==> config.mk <==
export PLATFORM = sky130hd
export DESIGN_NAME = thermal_protection_fsm
export DESIGN_NICKNAME = d
export VERILOG_FILES = /design/src/thp_pkg.sv /design/src/thp_cfg.sv /design/src/thp_step.sv /design/src/thermal_protection_fsm.sv
export SDC_FILE = /design/constraint.sdc
export NUM_CORES = 1
export LEC_CHECK = 0
export BUFFER_PORTS_ARGS = -buffer_cell sky130_fd_sc_hd__buf_2
export CORE_ASPECT_RATIO = 2
export CORE_MARGIN = 2
export CORE_UTILIZATION = 55
export CTS_BUF_LIST = sky130_fd_sc_hd__clkbuf_8
export DETAILED_ROUTE_END_ITERATION = 10
export GPL_TIMING_DRIVEN = 0
export MAX_ROUTING_LAYER = met4
export PLACE_DENSITY = 0.73
export SETUP_SLACK_MARGIN = 0.05
export SYNTH_ARGS = -nofsm -noshare
export SYNTH_HDL_FRONTEND = slang
export SYNTH_SLANG_ARGS = --single-unit
==> constraint.sdc <==
create_clock -name clk -period 6.7 [get_ports clk]
set_input_delay 0.335 -clock clk [delete_from_list [all_inputs] [get_ports clk]]
set_output_delay 0.335 -clock clk [all_outputs]
set_load 0.02 [all_outputs]
==> src/thp_pkg.sv <==
// thermal protection block: shared types, register indexes, mode codes and reset values
// no dependencies; used by thp_cfg, thp_step and thermal_protection_fsm
`timescale 1ns / 1ps
`default_nettype none

package thp_pkg;

    localparam int TEMP_W   = 16;
    localparam int TIME_W   = 32;
    localparam int MODE_W   = 2;
    localparam int CFG_DW   = 32;
    localparam int CFG_IW   = 3;
    localparam int IN_DW    = 48;
    localparam int OUT_DW   = 8;

    // register indexes
    localparam logic [CFG_IW-1:0] REG_TEMP_LOW  = 3'd0;
    localparam logic [CFG_IW-1:0] REG_TEMP_HIGH = 3'd1;
    localparam logic [CFG_IW-1:0] REG_MAX_RISE  = 3'd2;
    localparam logic [CFG_IW-1:0] REG_PROTECT   = 3'd3;
    localparam logic [CFG_IW-1:0] REG_RECOVERY  = 3'd4;
    localparam logic [CFG_IW-1:0] REG_HOLD_MS   = 3'd5;
    localparam logic [CFG_IW-1:0] REG_COOL_MS   = 3'd6;
    localparam logic [CFG_IW-1:0] REG_SENTINEL  = 3'd7;

    // modes
    localparam logic [MODE_W-1:0] MODE_NORMAL  = 2'd0;
    localparam logic [MODE_W-1:0] MODE_PROTECT = 2'd1;
    localparam logic [MODE_W-1:0] MODE_COOL    = 2'd2;

    // register reset values
    localparam logic signed [TEMP_W-1:0] RST_TEMP_LOW  = -16'sd100;
    localparam logic signed [TEMP_W-1:0] RST_TEMP_HIGH = 16'sd3500;
    localparam logic [TEMP_W-1:0]        RST_MAX_RISE  = 16'd100;
    localparam logic signed [TEMP_W-1:0] RST_PROTECT   = 16'sd2800;
    localparam logic signed [TEMP_W-1:0] RST_RECOVERY  = 16'sd2500;
    localparam logic [TIME_W-1:0]        RST_HOLD_MS   = 32'd60000;
    localparam logic [TIME_W-1:0]        RST_COOL_MS   = 32'd30000;
    localparam logic signed [TEMP_W-1:0] RST_SENTINEL  = -16'sd1270;

    typedef struct packed {
        logic signed [TEMP_W-1:0] temp_low_limit;
        logic signed [TEMP_W-1:0] temp_high_limit;
        logic [TEMP_W-1:0]        max_rise;
        logic signed [TEMP_W-1:0] protect_threshold;
        logic signed [TEMP_W-1:0] recovery_threshold;
        logic [TIME_W-1:0]        protect_hold_ms;
        logic [TIME_W-1:0]        cooldown_ms;
        logic signed [TEMP_W-1:0] error_sentinel;
    } cfg_t;

    typedef struct packed {
        logic              reading_ok;
        logic [MODE_W-1:0] mode_now;
        logic              heat_allowed;
    } result_t;

endpackage

`default_nettype wire

==> src/thp_cfg.sv <==
// thermal protection block: configuration register file
// depends on thp_pkg
`timescale 1ns / 1ps
`default_nettype none

module thp_cfg (
    input  wire logic                         clk,
    input  wire logic                         rst_n,
    input  wire logic                         cfg_we,
    input  wire logic [thp_pkg::CFG_IW-1:0]   cfg_index,
    input  wire logic [thp_pkg::CFG_DW-1:0]   cfg_data,
    output thp_pkg::cfg_t                     cfg
);

    thp_pkg::cfg_t cfg_reg;

    always_ff @(posedge clk or negedge rst_n)
    begin
        if (!rst_n)
        begin
            cfg_reg.temp_low_limit     <= thp_pkg::RST_TEMP_LOW;
            cfg_reg.temp_high_limit    <= thp_pkg::RST_TEMP_HIGH;
            cfg_reg.max_rise           <= thp_pkg::RST_MAX_RISE;
            cfg_reg.protect_threshold  <= thp_pkg::RST_PROTECT;
            cfg_reg.recovery_threshold <= thp_pkg::RST_RECOVERY;
            cfg_reg.protect_hold_ms    <= thp_pkg::RST_HOLD_MS;
            cfg_reg.cooldown_ms        <= thp_pkg::RST_COOL_MS;
            cfg_reg.error_sentinel     <= thp_pkg::RST_SENTINEL;
        end
        else if (cfg_we)
        begin
            case (cfg_index)
                thp_pkg::REG_TEMP_LOW:  cfg_reg.temp_low_limit     <= cfg_data[15:0];
                thp_pkg::REG_TEMP_HIGH: cfg_reg.temp_high_limit    <= cfg_data[15:0];
                thp_pkg::REG_MAX_RISE:  cfg_reg.max_rise           <= cfg_data[15:0];
                thp_pkg::REG_PROTECT:   cfg_reg.protect_threshold  <= cfg_data[15:0];
                thp_pkg::REG_RECOVERY:  cfg_reg.recovery_threshold <= cfg_data[15:0];
                thp_pkg::REG_HOLD_MS:   cfg_reg.protect_hold_ms    <= cfg_data;
                thp_pkg::REG_COOL_MS:   cfg_reg.cooldown_ms        <= cfg_data;
                thp_pkg::REG_SENTINEL:  cfg_reg.error_sentinel     <= cfg_data[15:0];
                default: ;
            endcase
        end
    end

    assign cfg = cfg_reg;

endmodule

`default_nettype wire

==> src/thp_step.sv <==
// thermal protection block: reading check and mode machine with its state registers
// depends on thp_pkg
`timescale 1ns / 1ps
`default_nettype none

module thp_step (
    input  wire logic                               clk,
    input  wire logic                               rst_n,
    input  wire thp_pkg::cfg_t                      cfg,
    input  wire logic                               fire,
    input  wire logic signed [thp_pkg::TEMP_W-1:0]  temperature,
    input  wire logic [thp_pkg::TIME_W-1:0]         now_ms,
    output thp_pkg::result_t                        res
);

    logic [thp_pkg::MODE_W-1:0]        mode_reg, mode_next;
    logic [thp_pkg::TIME_W-1:0]        entry_reg, entry_next;
    logic signed [thp_pkg::TEMP_W-1:0] last_reg, last_next;

    logic                              ok;
    logic                              last_pos;
    logic signed [thp_pkg::TEMP_W+1:0] rise;
    logic signed [thp_pkg::TEMP_W+1:0] rise_lim;
    logic [thp_pkg::TIME_W-1:0]        dur;
    logic                              heat;
    logic                              hot;

    always_comb
    begin
        last_pos = !last_reg[thp_pkg::TEMP_W-1] && (last_reg != '0);
        rise     = {{2{temperature[thp_pkg::TEMP_W-1]}}, temperature}
                 - {{2{last_reg[thp_pkg::TEMP_W-1]}}, last_reg};
        rise_lim = {2'b00, cfg.max_rise};
        ok = (temperature != cfg.error_sentinel)
          && (temperature >= cfg.temp_low_limit)
          && (temperature <= cfg.temp_high_limit)
          && !(last_pos && (rise > rise_lim));
        dur = now_ms - entry_reg;
        hot = (temperature >= cfg.protect_threshold);
    end

    always_comb
    begin
        mode_next  = mode_reg;
        entry_next = entry_reg;
        last_next  = last_reg;
        heat       = 1'b0;
        case (mode_reg)
            thp_pkg::MODE_NORMAL:
            begin
                heat = 1'b1;
                if (ok)
                begin
                    last_next = temperature;
                    if (hot)
                    begin
                        mode_next  = thp_pkg::MODE_PROTECT;
                        entry_next = now_ms;
                        heat       = 1'b0;
                    end
                end
            end
            thp_pkg::MODE_PROTECT:
            begin
                if (ok)
                begin
                    last_next = temperature;
                    if ((dur >= cfg.protect_hold_ms)
                        && (temperature <= cfg.recovery_threshold))
                    begin
                        mode_next  = thp_pkg::MODE_COOL;
                        entry_next = now_ms;
                    end
                end
            end
            thp_pkg::MODE_COOL:
            begin
                if (ok)
                begin
                    last_next = temperature;
                    if (hot)
                    begin
                        mode_next  = thp_pkg::MODE_PROTECT;
                        entry_next = now_ms;
                    end
                    else if (dur >= cfg.cooldown_ms)
                    begin
                        mode_next  = thp_pkg::MODE_NORMAL;
                        entry_next = now_ms;
                        heat       = 1'b1;
                    end
                end
            end
            default:
            begin
                // unused code: fall back to normal
                mode_next  = thp_pkg::MODE_NORMAL;
                entry_next = now_ms;
                heat       = 1'b1;
            end
        endcase
    end

    always_ff @(posedge clk or negedge rst_n)
    begin
        if (!rst_n)
        begin
            mode_reg  <= thp_pkg::MODE_NORMAL;
            entry_reg <= '0;
            last_reg  <= '0;
        end
        else if (fire)
        begin
            mode_reg  <= mode_next;
            entry_reg <= entry_next;
            last_reg  <= last_next;
        end
    end

    assign res.reading_ok   = ok;
    assign res.mode_now     = mode_next;
    assign res.heat_allowed = heat;

endmodule

`default_nettype wire

==> src/thermal_protection_fsm.sv <==
// thermal protection block: top level with input word register and result register
// depends on thp_pkg, thp_cfg, thp_step
`timescale 1ns / 1ps
`default_nettype none

// path: input register then result register; m_tvalid rises once the word has moved from the
//   input register into the result register, which waits while a held result is not taken
// throughput: one word per cycle while m_tready is not held low; the mode state is read and
//   updated in the single compare stage between the input register and the result register
// reset: rst_n asynchronous, active low; mode returns to normal, entry time and last
//   valid reading clear, configuration registers take their default values
module thermal_protection_fsm (
    input  wire logic                          clk,
    input  wire logic                          rst_n,
    // input words
    input  wire logic                          s_tvalid,
    output logic                               s_tready,
    input  wire logic [thp_pkg::IN_DW-1:0]     s_tdata,   // [15:0] temperature, [47:16] now_ms
    // result words
    output logic                               m_tvalid,
    input  wire logic                          m_tready,
    output logic [thp_pkg::OUT_DW-1:0]         m_tdata,   // [0] heat_allowed, [2:1] mode_now,
                                                          // [3] reading_ok, [7:4] zero
    // configuration writes
    input  wire logic                          cfg_we,
    input  wire logic [thp_pkg::CFG_IW-1:0]    cfg_index,
    input  wire logic [thp_pkg::CFG_DW-1:0]    cfg_data
);

    thp_pkg::cfg_t    cfg;
    thp_pkg::result_t res;

    // input word register
    logic                              in_valid_reg;
    logic signed [thp_pkg::TEMP_W-1:0] temp_reg;
    logic [thp_pkg::TIME_W-1:0]        now_reg;

    // result register
    logic                              out_valid_reg;
    thp_pkg::result_t                  out_reg;

    logic move;      // input register word goes through the step into the result register
    logic take_in;

    assign move     = in_valid_reg && (!out_valid_reg || m_tready);
    assign s_tready = !in_valid_reg || move;
    assign take_in  = s_tvalid && s_tready;

    always_ff @(posedge clk or negedge rst_n)
    begin
        if (!rst_n)
        begin
            in_valid_reg <= 1'b0;
        end
        else if (take_in)
        begin
            in_valid_reg <= 1'b1;
        end
        else if (move)
        begin
            in_valid_reg <= 1'b0;
        end
    end

    always_ff @(posedge clk)
    begin
        if (take_in)
        begin
            temp_reg <= s_tdata[15:0];
            now_reg  <= s_tdata[47:16];
        end
    end

    always_ff @(posedge clk or negedge rst_n)
    begin
        if (!rst_n)
        begin
            out_valid_reg <= 1'b0;
        end
        else if (move)
        begin
            out_valid_reg <= 1'b1;
        end
        else if (m_tready)
        begin
            out_valid_reg <= 1'b0;
        end
    end

    always_ff @(posedge clk)
    begin
        if (move)
        begin
            out_reg <= res;
        end
    end

    thp_cfg u_cfg (
        .clk       (clk),
        .rst_n     (rst_n),
        .cfg_we    (cfg_we),
        .cfg_index (cfg_index),
        .cfg_data  (cfg_data),
        .cfg       (cfg)
    );

    // state advances only when the word actually moves on
    thp_step u_step (
        .clk         (clk),
        .rst_n       (rst_n),
        .cfg         (cfg),
        .fire        (move),
        .temperature (temp_reg),
        .now_ms      (now_reg),
        .res         (res)
    );

    assign m_tvalid = out_valid_reg;
    assign m_tdata  = {4'b0000, out_reg.reading_ok, out_reg.mode_now, out_reg.heat_allowed};

endmodule

`default_nettype wire

==> impl_results.md, run 1 <==
- Fin cells: about 2,100
- Power, Total: 7.38 mW
- Port bufs: 89
- Nets: 1,951
- Crit Path Class: reg -> reg
- RD Place Congestion: 0.927
- Clock Latency Late Sink: ~590 ps
- CTS H-tree lvls: 2
- Final worst slack: 327 ps
- CORE AREA: 0.0283 mm²
- DRC: 0
- Synth top area share: 24.7%
- Worst EP arrival: approximately 6800 ps
- Post-synth EDFFs: 52
- CTS tree: built
- Row cnt: 87
- Ant diodes: 0
- Slew at the pin with the worst max-slew slack: 1120 ps
- Clk sink count: 264
- Initial DRC Count: 362
- Gr usage total: 28.5%
- Total CTS buffers: 41
- Seq/Total Area, Yosys: 43.8%
- Rel. slew slack: 24.2%
- WL/cell: 19.7 µm
- Grt total ovfl: 0
- Ys Warns: 0
- Dominant cells by area after synthesis: dfrtp_1 25%, ha_1 15%, edfxtp_1 9.9%, dfstp_2 9.3%, mux2_2 8.1%
- Largest fanout on the critical path: 10
- Crit path top cell by count: a21oi_1
- Detail Placement HPWL: 30.7 mm
- Top Ports: between 90 and 100
- Vias in the first global route: roughly 13,000
- Antenna-violating nets left: 0
- Worst-path cell with the longest stage delay: o311ai_0
- Yosys top cell by area: dfrtp_1
- Main flop type after synthesis: dfrtp_1
- Critical path cell sequence: ha_1, nor2b_1, o31a_1, o311ai_0, a21oi_1, o21a_1, nor2_1, o21bai_1, a21oi_1, xnor2_1, ha_1, a21oi_1, o21ai_0, a221oi_1, a2111oi_0, a21oi_1, a211oi_1, and4_4, a211o_4, buf_12, mux2_4
- Status: complete, no violations
- Final hold violation count: 0
- Worst EP required: 7150 ps
- Vias per inst: 5.71
- Pin count of the biggest net entering global routing: 77
- DIE WIDTH: 124 µm
- Avg Cell Area, Syn: 10.8 µm²
- Max incr delay on CP: 930 ps
- VDD IR max: 0.263 mV
- Synthesized cell area: 0.0158 mm²
- Post-synthesis cell type count: 70
- Post-synth top cells: 206 x inv_1, 191 x ha_1, 156 x dfrtp_1
- Crit share post-route: around 95%
- Clock Path Buffers: 3
- Most instantiated library cell after synthesis: inv_1
- Starting density of the core: 56.0%
- Die Y: between 200 and 250 µm
- Layout area overhead: 15.5%
- Clock Skew: 32.0 ps
- Total die area: 0.0302 mm²
- Hold Path Class: in -> reg
- Setup violators final: 0
- Setup TNS: 0 ps
- Crit path buf inv count: 1
- Share of layout cells above drive strength 1: 22.0%
- Initial antenna violation count: 0
- Fmax: 157 MHz
- Post-synth ARST share: 80.3%
- Delay-heaviest family, CP: compound AO/OA/AOI/OAI gates
- Final wirelength: 40.6 mm
- Reg2Reg Launch Point: now_reg[1]
- Number of synthesized register bits: 264
- Critical path origin: now_reg[1]
- Cells after Synth: approximately 1,500
- Max-cap violations: 0
- Crit path capture type: flip-flop
- Startpoint Class: flip-flop
- Placed Cells: 1,918
- Via count: about 12,000
- RSZ-0062 raised after global routing: false
- Hold Slack: 28.1 ps
- Setup Slack @ Placement: 450 ps
- Crit path time final: 6370 ps
- Root Buffer: clkbuf_8
- DR pass1 iterations: 5
- Hold_sp: cfg_data[28]
- Global-route wire length before repair: 63.4 mm
- Max FFs per register: 160
- Max-slew violation count: 0
- Static Leak: 8.54 nW
- Worst-path clk slew: 60 ps
- Power per Cell Area: 404 mW/mm²
==> cell families after synthesis <==
kind of cell	Yosys count	synth area share, %
buf+inv	240	6.13
xor+xnor	55	3.04
other cells	1	0.0237
mux	150	11.4
flops	264	43.8
compound gates	300	12.1
fa+ha+maj	193	15.3
simple gates	264	8.23
==> placed cells by master (no fill, tap or decap), types with 9 or more instances in the layout <==
cell	count
a211oi_1	17
a21o_1	31
a21oi_1	68
a31oi_1	10
buf_2	90
clkbuf_1	24
clkbuf_8	49
dfrtp_1	156
dfstp_2	56
dlygate4sd3_1	65
edfxtp_1	52
ha_1	191
inv_1	223
mux2_2	114
mux2_4	30
nand2_1	102
nand2b_1	11
nand3_1	17
nand4_1	25
nor2_1	43
nor2b_1	13
nor3_1	9
o21a_1	11
o21ai_0	101
o21bai_1	9
xnor2_1	45
xor2_1	10
==> stage by stage <==
step	area [µm²]	utilization, %
after global routing	18300	64.6
final	18300	64.6
after detailed placement	16800	59.4
after CTS	18300	64.6
after global placement	16700	59.1
after floorplan	15800	-
==> path summary, 6_finish.rpt <==
check	end	slack [ps]	cells past startpoint
worst max-delay path	u_step.entry_reg[30]	330	21
worst min-delay path	u_cfg.cfg[76]	30	2
worst max register to register	u_step.entry_reg[30]	330	21
worst min register to register	m_tvalid	500	1
max in group asynchronous	u_cfg.cfg[130]	5210	4
min in group asynchronous	u_cfg.cfg[43]	300	2
==> cell type report <==
class                   count  area, µm²
clock buffers              49        674
fillers                  2301      10000
flip-flops and latches    264       6940
plain buffers              34        198
inverters                 206        773
clock inverters            26        138
repair buffers            157       1180
multi-input cells         966       7940
well taps                 356        445
==> layer usage <==
| layer | vias up | global-route usage [%] | share of wire, % |
|---|---|---|---|
| li1 | 5559 | - | - |
| met1 | 5734 | 25.5 | 33 |
| met2 | 307 | 53.0 | 56 |
| met3 | 160 | 3.82 | 3.6 |
| met4 | 0 | 19.8 | 8.0 |
| met5 | - | - | 0 |
==> what timing repair did <==
action | CTS | global route
endpoints found under the setup margin | 0 | 0
gates resized for setup | 0 | 0
hold buffers | 65 | 0
buffers inserted | 0 | 0
hold endpoints to repair | 130 | 0
==> report_power, final <==
part	internal, mW	switching, mW
Combinational	1.68	2.03
Clock	0.703	0.654
Sequential	2.09	0.223
Total	4.47	2.91
Note: power is estimated with default switching activity, not from simulation.
==> inputs of run 2 (changes only) <==
--- a/config.mk
+++ b/config.mk
@@ -12,7 +12,6 @@
 export CTS_BUF_LIST = sky130_fd_sc_hd__clkbuf_8
 export DETAILED_ROUTE_END_ITERATION = 10
 export GPL_TIMING_DRIVEN = 0
-export MAX_ROUTING_LAYER = met4
 export PLACE_DENSITY = 0.73
 export SETUP_SLACK_MARGIN = 0.05
 export SYNTH_ARGS = -nofsm -noshare
==> run 2 against run 1 <==
  * Sequential share of layout area fell by 0.085 points
  * Clock skew decreased by 7.9 ps
  * Clock power is 8% higher
  * Register-to-register slack improved by 160 ps
  * Global-route usage shrank 1.0 points
  * Routed wire length is 0.64% lower
  * Maximum frequency up 2.5%
  * Critical path type unchanged
  * Critical endpoint is now u_step.entry_reg[23]
==> impl_results.md, run 2 (synthesis gave the netlist of run 1 again) <==
- Crit Path Class: reg -> reg
- Hold Slack: 29.9 ps
- Initial antenna violation count: 1
- Worst EP required: 7150 ps
- Register area: roughly 0.0069 mm²
- Power, Total: 7.49 mW
- Rel. slew slack: 26.5%
- Clock Skew: 24.1 ps
- Share of layout cells above drive strength 1: between 20% and 30%
- VDD IR max: 0.297 mV
- CTS H-tree lvls: 2
- Slew at the pin with the worst max-slew slack: ~1100 ps
- Switching pwr: 2.91 mW
- Crit share post-route: 92.8%
- DRC: 0
- Max FFs per register: 160
- Flop pwr share: 30.9%
- Switching Fraction: 38.8%
- CORE AREA: 0.0283 mm²
- Largest fanout on the critical path: 10
- Status: complete, no violations
- DR pass1 iterations: 5
- Top Ports: 98
- Port bufs: just under 90
- Final hold violation count: 0
- Static Leak: 8.56 nW
- Max-slew violation count: 0
- Most common cell after layout, fill and taps aside: inv_1
- Die Y: between 200 and 250 µm
- Startpoint Class: flip-flop
- Worst-path clk slew: 70 ps
- Clk sink count: 264
- Final wirelength: a little over 40 mm
- RSZ-0062 raised after global routing: false
- Root Buffer: clkbuf_8
- Vias in the first global route: 12,800
- Nets: 1,948
- WL/cell: 19.6 µm
- Vias per inst: 5.70
- Total CTS buffers: 41
- Max-cap violations: 0
- Design area: 0.0183 mm²
- Row cnt: between 80 and 90
- CTS tree: built
- Power per Cell Area: 409 mW/mm²
- Layout area overhead: 15.7%
- RD Place Congestion: 0.916
- Total die area: 0.0302 mm²
- Detail Placement HPWL: around 30 mm
- Fillers: 2,288
- DIE WIDTH: 124 µm
- Global-route wire length before repair: 63.3 mm
- Placed cell area: about 0.017 mm²
- Gr usage total: 27.5%
- Cell internal pwr: 4.58 mW
- Initial DRC Count: just over 500
- Fmax: 161 MHz
- Clock Latency Late Sink: 570 ps
- Crit path capture type: flip-flop
- Multi-input gate area: 0.00794 mm²
- Antenna-violating nets left: 0
- Pin count of the biggest net entering global routing: 112
- Setup TNS: 0 ps
- Grt total ovfl: 0
- Final core occ: 64.8%
- Setup violators final: 0
- Clock Path Buffers: 3
- Logic gate share of total power: around half
- Crit path time final: 6220 ps
- Hold Path Class: in -> reg
- Worst EP arrival: 6670 ps
- Starting density of the core: 56.0%
- Clock Power Share: 19.7%
- Most frequent cells in the layout: 219 x inv_1, 191 x ha_1, 156 x dfrtp_1, 114 x mux2_2, 102 x nand2_1
- Via count: 11,700
[run 2: changes by cell type in the layout (fill, tap and decap cells not counted), sizes merged, moves of 2 or more]
cell / before / now
dlygate4sd3: 65 / 63
bufinv: 1 / 3
clkbuf: 73 / 76
inv: 223 / 219
[run 2: worst max-delay path: stages, from the launching register on]
cell       delay [ps]
edfxtp_1          450
ha_1              310
nor2b_1           140
o31a_1            310
o311ai_0          910
a21oi_1           230
o21a_1            230
nor2_1            170
o21bai_1           90
a21oi_1           190
xnor2_1           130
ha_1              320
nand2_1            70
o21ai_0           230
a221oi_1          200
a2111oi_1         530
a21oi_1           230
a211oi_1          360
and4_4            290
a211o_4           210
buf_12            180
mux2_4            310
[run 2: path summary, 6_finish.rpt]
kind                            cells past startpoint                   end  slack (ps)    startpoint
max in group asynchronous                           3        u_cfg.cfg[130]        5190         rst_n
worst min-delay path                                2         u_cfg.cfg[71]          30  cfg_data[23]
worst max-delay path                               21  u_step.entry_reg[23]         480    now_reg[1]
worst max register to register                     21  u_step.entry_reg[23]         480    now_reg[1]
worst min register to register                      1              m_tvalid         490  in_valid_reg
min in group asynchronous                           2         u_cfg.cfg[70]         400         rst_n
[run 2: repair_timing]
action | CTS | global route
buffers inserted | 0 | 0
gates resized for setup | 0 | 1
setup endpoints to repair | 0 | 30
hold buffers | 63 | 0
hold endpoints to repair | 167 | 0
[run 2: power groups by stage]
| stage | logic, mW | clock network, mW | registers (mW) |
|---|---|---|---|
| 6_report | 3.71 | 1.47 | 2.32 |
| 3_3_place_gp | 3.49 | 0 | 2.32 |
| 3_5_place_dp | 3.64 | 0 | 2.34 |
| 4_1_cts | 3.70 | 1.51 | 2.31 |
| 5_1_grt | 4.15 | 1.57 | 2.36 |
| 2_1_floorplan | 2.71 | 0 | 2.27 |
[run 2: layer usage]
| metal | wire [µm] | vias up | share of wire (%) | global-route usage [%] |
|---|---|---|---|---|
| li1 | - | 5559 | - | - |
| met1 | 13700 | 5709 | 34 | 25.4 |
| met2 | 22100 | 307 | 55 | 52.1 |
| met3 | 1280 | 147 | 3.2 | 3.96 |
| met4 | 3320 | 0 | 8.2 | 20.1 |
| met5 | 0 | - | 0 | 0 |
[run 2: cell type report]
type | count | area share, %
Tap cell | 356 | 2.43
Multi-Input combinational cell | 966 | 43.3
Buffer | 34 | 1.08
Inverter | 206 | 4.22
Clock buffer | 52 | 3.90
Timing Repair Buffer | 154 | 6.19
Sequential cell | 264 | 37.8
Antenna cell | 1 | 0.0137
Clock inverter | 24 | 0.990
[run 2: stage by stage]
step,cells,setup slack (ps)
global placement,1915,506
detailed placement,1917,354
global route,2057,89.3
floorplan,1470,2070
CTS,2056,319
finish,2057,484
